<file path="config.mk">
export PLATFORM = sky130hd
export DESIGN_NAME = sync_length_frame_extractor
export DESIGN_NICKNAME = d
export VERILOG_FILES = /design/src/hw/rtl/slfe_pkg.sv /design/src/hw/rtl/slfe_parse.sv /design/src/hw/rtl/sync_length_frame_extractor.sv
export SDC_FILE = /design/constraint.sdc
export NUM_CORES = 1
export LEC_CHECK = 0
export ABC_AREA = 1
export ABC_CLOCK_PERIOD_IN_PS = 16800
export BUFFER_PORTS_ARGS = -buffer_cell sky130_fd_sc_hd__buf_2
export CORE_ASPECT_RATIO = 1.25
export CORE_MARGIN = 2
export CORE_UTILIZATION = 55
export DETAILED_ROUTE_END_ITERATION = 10
export PLACE_DENSITY = 0.75
export SYNTH_ARGS = -nofsm -noshare
export SYNTH_HDL_FRONTEND = slang
export SYNTH_HIERARCHICAL = 1
export SYNTH_SLANG_ARGS = --single-unit
</file>
<file path="constraint.sdc">
create_clock -name clk -period 16.8 [get_ports clk]
set_input_delay 3.36 -clock clk [delete_from_list [all_inputs] [get_ports clk]]
set_output_delay 3.36 -clock clk [all_outputs]
set_load 0.05 [all_outputs]
</file>
<file path="src/hw/rtl/slfe_pkg.sv">
package slfe_pkg;

  localparam int BYTE_W  = 8;
  localparam int FIELD_W = 16;  // width of frame_len and byte_index on the ports

  // header byte positions after the sync pair
  localparam logic [2:0] HDR_PACKET_ID = 3'd0;
  localparam logic [2:0] HDR_FRAG_SEQ  = 3'd1;
  localparam logic [2:0] HDR_MORE      = 3'd2;
  localparam logic [2:0] HDR_LEN_LO    = 3'd3;
  localparam logic [2:0] HDR_LEN_HI    = 3'd4;

  // configuration register indexes
  localparam logic [1:0] CFG_SYNC_FIRST  = 2'd0;
  localparam logic [1:0] CFG_SYNC_SECOND = 2'd1;
  localparam logic [1:0] CFG_MAX_LEN     = 2'd2;

  typedef enum logic [2:0] {
    PH_HUNT_FIRST  = 3'd0,
    PH_HUNT_SECOND = 3'd1,
    PH_HEADER      = 3'd2,
    PH_PAYLOAD     = 3'd3
  } phase_t;

  typedef enum logic [1:0] {
    KIND_PAYLOAD = 2'd0,
    KIND_EMPTY   = 2'd1,
    KIND_DROPPED = 2'd2
  } kind_t;

  typedef struct packed {
    kind_t                kind;
    logic [BYTE_W-1:0]    packet_id;
    logic [BYTE_W-1:0]    frag_seq;
    logic [BYTE_W-1:0]    more_frags;
    logic [FIELD_W-1:0]   frame_len;
    logic [BYTE_W-1:0]    data_byte;
    logic [FIELD_W-1:0]   byte_index;
    logic                 last;
  } slfe_res_t;

endpackage

</file>
<file path="src/hw/rtl/slfe_parse.sv">
module slfe_parse import slfe_pkg::*; #(
  parameter int LEN_WIDTH = 16
) (
  input  logic               clk,
  input  logic               rst_n,
  input  logic               byte_fire,
  input  logic [BYTE_W-1:0]  rx_byte,
  input  logic [BYTE_W-1:0]  sync_first,
  input  logic [BYTE_W-1:0]  sync_second,
  input  logic [FIELD_W-1:0] max_len,
  output logic               res_valid,
  output slfe_res_t          res
);

  phase_t               phase_r, phase_nxt;
  logic [2:0]           hcnt_r, hcnt_nxt;
  logic [BYTE_W-1:0]    id_r, id_nxt;
  logic [BYTE_W-1:0]    seq_r, seq_nxt;
  logic [BYTE_W-1:0]    more_r, more_nxt;
  logic [LEN_WIDTH-1:0] len_r, len_nxt;
  logic [LEN_WIDTH-1:0] pcnt_r, pcnt_nxt;
  logic                 is_last;

  always_ff @(posedge clk) begin
    if (!rst_n) begin
      phase_r <= PH_HUNT_FIRST;
      hcnt_r  <= '0;
      id_r    <= '0;
      seq_r   <= '0;
      more_r  <= '0;
      len_r   <= '0;
      pcnt_r  <= '0;
    end else begin
      phase_r <= phase_nxt;
      hcnt_r  <= hcnt_nxt;
      id_r    <= id_nxt;
      seq_r   <= seq_nxt;
      more_r  <= more_nxt;
      len_r   <= len_nxt;
      pcnt_r  <= pcnt_nxt;
    end
  end

  // index + 1 reaching the declared length ends the payload
  assign is_last = ({1'b0, pcnt_r} + {{LEN_WIDTH{1'b0}}, 1'b1}) >= {1'b0, len_r};

  always_comb begin
    phase_nxt = phase_r;
    hcnt_nxt  = hcnt_r;
    id_nxt    = id_r;
    seq_nxt   = seq_r;
    more_nxt  = more_r;
    len_nxt   = len_r;
    pcnt_nxt  = pcnt_r;
    res_valid = 1'b0;
    res.kind  = KIND_PAYLOAD;
    res.data_byte  = '0;
    res.byte_index = '0;
    res.last       = 1'b0;

    if (byte_fire) begin
      unique case (phase_r)
        PH_HUNT_FIRST: begin
          if (rx_byte == sync_first) phase_nxt = PH_HUNT_SECOND;
        end
        PH_HUNT_SECOND: begin
          // second sync wins over a repeated first sync
          if (rx_byte == sync_second) begin
            phase_nxt = PH_HEADER;
            hcnt_nxt  = '0;
          end else if (rx_byte != sync_first) begin
            phase_nxt = PH_HUNT_FIRST;
          end
        end
        PH_HEADER: begin
          unique case (hcnt_r)
            HDR_PACKET_ID: id_nxt   = rx_byte;
            HDR_FRAG_SEQ:  seq_nxt  = rx_byte;
            HDR_MORE:      more_nxt = rx_byte;
            HDR_LEN_LO:    len_nxt  = LEN_WIDTH'(rx_byte);
            default:       len_nxt  = LEN_WIDTH'({rx_byte, len_r[BYTE_W-1:0]});
          endcase
          hcnt_nxt = hcnt_r + 3'd1;
          if (hcnt_r == HDR_LEN_HI) begin
            hcnt_nxt = '0;
            pcnt_nxt = '0;
            if (FIELD_W'(len_nxt) > max_len) begin
              phase_nxt = PH_HUNT_FIRST;
              res_valid = 1'b1;
              res.kind  = KIND_DROPPED;
              res.last  = 1'b1;
            end else if (len_nxt == '0) begin
              phase_nxt = PH_HUNT_FIRST;
              res_valid = 1'b1;
              res.kind  = KIND_EMPTY;
              res.last  = 1'b1;
            end else begin
              phase_nxt = PH_PAYLOAD;
            end
          end
        end
        PH_PAYLOAD: begin
          res_valid      = 1'b1;
          res.kind       = KIND_PAYLOAD;
          res.data_byte  = rx_byte;
          res.byte_index = FIELD_W'(pcnt_r);
          res.last       = is_last;
          if (is_last) begin
            phase_nxt = PH_HUNT_FIRST;
            pcnt_nxt  = '0;
          end else begin
            pcnt_nxt  = pcnt_r + LEN_WIDTH'(1);
          end
        end
        default: begin
          phase_nxt = PH_HUNT_FIRST;
          hcnt_nxt  = '0;
          pcnt_nxt  = '0;
        end
      endcase
    end

    res.packet_id  = id_nxt;
    res.frag_seq   = seq_nxt;
    res.more_frags = more_nxt;
    res.frame_len  = FIELD_W'(len_nxt);
  end

endmodule

</file>
<file path="src/hw/rtl/sync_length_frame_extractor.sv">
// Byte-serial deframer for frames of the form: sync_first, sync_second, packet id,
// fragment sequence, more-fragments byte, length low, length high, payload.
// in_*: one received byte per request. out_*: one result per payload byte, or one
// empty-frame / dropped-oversize report when the header ends; header and hunt bytes
// give no result. cfg_*: register writes (0 sync_first, 1 sync_second,
// 2 max_payload_len); cfg_ready is always high, other indexes are ignored.
// Throughput: one byte per cycle unless the output stalls. Latency: a result appears on
// out_* the cycle after the byte that causes it is taken; the parser state and the
// output register are the only stages.
// When the receiver stalls, the result holds in the output register and in_ready
// drops until it is taken; a new byte is taken in the same cycle the held result
// leaves. Reset (rst_n low, synchronous) returns the parser to hunting for the
// first sync byte, empties the output register and restores the register defaults
// (sync bytes 0, maximum length 65535). LEN_WIDTH sets the length and byte counter
// width; lengths are kept modulo 2**LEN_WIDTH.
module sync_length_frame_extractor import slfe_pkg::*; #(
  parameter int LEN_WIDTH = 16
) (
  input  logic               clk,
  input  logic               rst_n,
  input  logic               in_valid,
  output logic               in_ready,
  input  logic [BYTE_W-1:0]  in_rx_byte,
  output logic               out_valid,
  input  logic               out_ready,
  output logic [1:0]         out_kind,
  output logic [BYTE_W-1:0]  out_packet_id,
  output logic [BYTE_W-1:0]  out_frag_seq,
  output logic [BYTE_W-1:0]  out_more_frags,
  output logic [FIELD_W-1:0] out_frame_len,
  output logic [BYTE_W-1:0]  out_data_byte,
  output logic [FIELD_W-1:0] out_byte_index,
  output logic               out_last,
  input  logic               cfg_valid,
  output logic               cfg_ready,
  input  logic [1:0]         cfg_index,
  input  logic [FIELD_W-1:0] cfg_data
);

  logic [BYTE_W-1:0]  sync_first_r, sync_first_nxt;
  logic [BYTE_W-1:0]  sync_second_r, sync_second_nxt;
  logic [FIELD_W-1:0] max_len_r, max_len_nxt;
  logic               out_valid_r, out_valid_nxt;
  slfe_res_t          out_res_r;
  logic               in_fire;
  logic               res_valid;
  slfe_res_t          res;

  assign cfg_ready = 1'b1;
  assign in_ready  = ~out_valid_r | out_ready;
  assign in_fire   = in_valid & in_ready;

  always_comb begin
    sync_first_nxt  = sync_first_r;
    sync_second_nxt = sync_second_r;
    max_len_nxt     = max_len_r;
    if (cfg_valid) begin
      unique case (cfg_index)
        CFG_SYNC_FIRST:  sync_first_nxt  = cfg_data[BYTE_W-1:0];
        CFG_SYNC_SECOND: sync_second_nxt = cfg_data[BYTE_W-1:0];
        CFG_MAX_LEN:     max_len_nxt     = cfg_data;
        default: ;
      endcase
    end
  end

  always_ff @(posedge clk) begin
    if (!rst_n) begin
      sync_first_r  <= '0;
      sync_second_r <= '0;
      max_len_r     <= '1;
    end else begin
      sync_first_r  <= sync_first_nxt;
      sync_second_r <= sync_second_nxt;
      max_len_r     <= max_len_nxt;
    end
  end

  slfe_parse #(
    .LEN_WIDTH (LEN_WIDTH)
  ) u_parse (
    .clk         (clk),
    .rst_n       (rst_n),
    .byte_fire   (in_fire),
    .rx_byte     (in_rx_byte),
    .sync_first  (sync_first_r),
    .sync_second (sync_second_r),
    .max_len     (max_len_r),
    .res_valid   (res_valid),
    .res         (res)
  );

  // load on a new result, drop once the receiver takes it
  always_comb begin
    out_valid_nxt = out_valid_r;
    if (in_fire && res_valid) begin
      out_valid_nxt = 1'b1;
    end else if (out_ready) begin
      out_valid_nxt = 1'b0;
    end
  end

  always_ff @(posedge clk) begin
    if (!rst_n) begin
      out_valid_r <= 1'b0;
    end else begin
      out_valid_r <= out_valid_nxt;
    end
  end

  always_ff @(posedge clk) begin
    if (in_fire && res_valid) begin
      out_res_r <= res;
    end
  end

  assign out_valid      = out_valid_r;
  assign out_kind       = out_res_r.kind;
  assign out_packet_id  = out_res_r.packet_id;
  assign out_frag_seq   = out_res_r.frag_seq;
  assign out_more_frags = out_res_r.more_frags;
  assign out_frame_len  = out_res_r.frame_len;
  assign out_data_byte  = out_res_r.data_byte;
  assign out_byte_index = out_res_r.byte_index;
  assign out_last       = out_res_r.last;

endmodule

</file>
==> results.toml <==
[grt]
grt_usage_pct = 22.4
grt_pass1_wl_mm = 28.3
grt_max_degree = 68
grt_pass1_vias = 5951
antenna_found_initial = 0
overflow = 0

[logic_synthesis]
netlist_area_sq_um = 8110
synth_cell_types = 39
synthArstFlopShare_pct = 0
synth_xor_area_share_pct = 2.48
ys_warn_count = 6
yosysTopAreaCell = "edfxtp_1"
synth_compound_area_share_pct = 7.34
synth.most_common_cell = "nand2_1"
synth_top_area_share_pct = 24.8
synthMuxAreaShare_pct = 0
syn_area_per_cell_sq_um = 8.27
synth_seq_cells = 161
synth_nets = 1053
synthAdderAreaFrac_pct = 6.48
synth_flop_cell = "dfxtp_1"
synthTopCellsByArea = "edfxtp_1 (25%), dfxtp_1 (23%), nand2_1 (8.5%), inv_1 (7.7%), ha_1 (6.5%)"
synth-edff-count = 67
synthTopCellsByCount = "nand2_1 (184), inv_1 (166), nor2_1 (116)"
syn_inst = 980
synthSimpleGateAreaFrac_pct = 25.0
seq_area_frac_synth_pct = 48.0
synth_top_family_by_area = "simple AND/OR/NAND/NOR gates"

[worst_setup_path]
cp_top_family = "buffers and inverters"
cp_slowest_cell = "buf_2"
r2r_end = "out_frame_len[8]"
critPathMaxStageDelay_ns = 0.27
critPathRequiredTime_ns = 13.44
cp.arrival_ns = 3.82
path_buf_inv = 3
cpMostUsedCell = "buf_2"
worstSetupStartpointType = "input pin"
path_cells = "buf_2, inv_1, nand2_1, buf_2"
cp-end-kind = "primary output"
r2r_cells = 18
reg2reg_from = "u_parse/hcnt_r[0]"
path_max_fanout = 3
critPathKind = "in -> out"
reg2reg_slack_ns = 12.42

[floorplan]
num_io_pins = 101
fp.coreArea_sq_um = 14400
die_x_um = 113
die-area_sq_um = 15700
rows = 49
die_h_um = 140
initial_core_util_pct = 56.3

[timing]
report.final.hold_viol_count = 0
fmax_ghz = 0.139
timing.final.crit_share_pct = 42.7
skew_ns = 0.0107
slew_headroom_pct = 40.5
worst_pin_slew_ns = 0.887
finalSetupViolCount = 0
tns_ns = 0
slew_violations = 0
layout_min_cycle_time_ns = 7.18
grt_setup_unrepaired = "no"

[clock_network]
cts_resized = 0
cts_buffers = 17
cts_sinks = 161
clkLatencyLatePin_ns = 0.43
clk_path_buf_depth = 2
cts_hold_buffers = 0
h-tree-depth = 4
post_cts_buffers = 0
clk_pin_slew_worst_paths_ns = 0.06
cts_tree = "built"
root_buffer = "clkbuf_16"

[route]
dr_wl_met2_mm = 8.35
routedLengthMet1_mm = 7.56
viasPerCell = 5.10
num_vias = 6386
drt-pass1-iter-count = 6
wl_met3_um = 817
wirelength_mm = 17.1
drt_iter0_markers = 357
wl_per_cell_um = 13.7
ant_nets = 0
drc = 0
top_layer = "met4"

[outcome]
status = "completed"

[final_layout]
fin_area_sq_um = 9220
num_antenna_cells = 0
nets = 1133
drive_above_1_share_pct = 18.8
nFillCells = 1217
syn_to_final_growth_pct = 13.6

[min_path]
hold_start = "max_len_r[15]"
hp-class = "reg -> reg"
whs_path_depth = 2
hold_end = "max_len_r[15]"

[power]
p_leak_nw = 4.45
max-vdd-ir-drop_v = 0.0000620
powerDensity_nw_per_um2 = 89.7

[place]
portBuffers = 99
gp_congestion = 0.919
dp_hpwl_mm = 12.0
placed_cell_area_sq_um = 8630

[job]
maxCapViolCount = 0
==> registers in the layout (all words and copies together), names as in the netlist, 16 cells and up <==
signal	flops
out_frame_len	16
u_parse/len_r	16
u_parse/pcnt_r	16
out_byte_index	16
max_len_r	16
==> cells by family (layout without fill, tap and decap cells) <==
| logic type | count (synthesis) | in the layout |
|---|---|---|
| buf+inv | 212 | 305 |
| simple gates | 439 | 439 |
| flops | 161 | 161 |
| other cells | 1 | 1 |
| xor+xnor | 23 | 23 |
| fa+ha+maj | 42 | 42 |
| compound gates | 102 | 102 |
==> routing by layer <==
layer	global-route usage (%)	up-vias
met5	0	-
met4	8.92	0
met3	5.36	35
met2	36.9	178
met1	28.5	2900
li1	-	3273
==> how the worst max path moves through the flow <==
stage | depth (start not counted) | slack (ns) | startpoint | to
6_report | 4 | 9.62 | out_ready | in_ready
2_1_floorplan | 14 | 6.73 | in_rx_byte[7] | out_byte_index[0]
3_5_place_dp | 4 | 9.63 | out_ready | in_ready
4_1_cts | 4 | 9.62 | out_ready | in_ready
3_3_place_gp | 4 | 9.65 | out_ready | in_ready
5_1_grt | 4 | 9.58 | out_ready | in_ready
==> cell type report <==
type	instances	area [sq um]	share of cell area, %
multi-input combinational	607	3360	36.4
timing repair buffer	101	510	5.54
sequential	161	3890	42.3
tap	178	223	2.42
clock inverter	9	108	1.17
clock buffer	23	478	5.19
inverter	172	646	7.01
==> cell usage in the layout, fill, tap and decap left out, drive strengths merged, types with 35 or more instances in the layout <==
cell type	instances
nand2	207
buf	101
a21oi	46
nand4	35
nand3	57
o21ai	53
ha	42
nor2	119
dfxtp	94
edfxtp	67
inv	170
==> stage by stage <==
stage	hold WS, ns	util, %	power [mW]	std cells	setup WS [ns]
after floorplan	0.429	-	0.445	980	6.73
after global placement	0.439	59.9	0.454	1219	9.65
after detailed placement	0.445	59.9	0.455	1219	9.63
after CTS	0.459	64.0	0.832	1251	9.62
after global routing	0.480	64.0	0.853	1251	9.58
final	0.455	64.0	0.827	1251	9.62
==> worst register-to-register path: stages (launching register included) <==
cell and delay (ns):
dfxtp_1 0.38, inv_1 0.09, ha_1 0.24, o21ai_2 0.36, nand2_1 0.30, nand2_1 0.17, nand2_1 0.09, ha_1 0.32
nand4_1 0.12, nor3_1 0.28, nand3b_1 0.12, nand3_1 0.10, nand2_1 0.10, nand2_1 0.08, nand3_1 0.08, o21ai_1 0.13
inv_1 0.12, nor3_2 0.19, buf_4 0.66
==> where the power goes <==
group,total (mW),switching (mW),internal (mW)
sequential,0.411,0.00293,0.408
clock,0.380,0.150,0.230
combinational,0.0355,0.0241,0.0114
total,0.827,0.177,0.650
(Power assumes the default switching activity.)
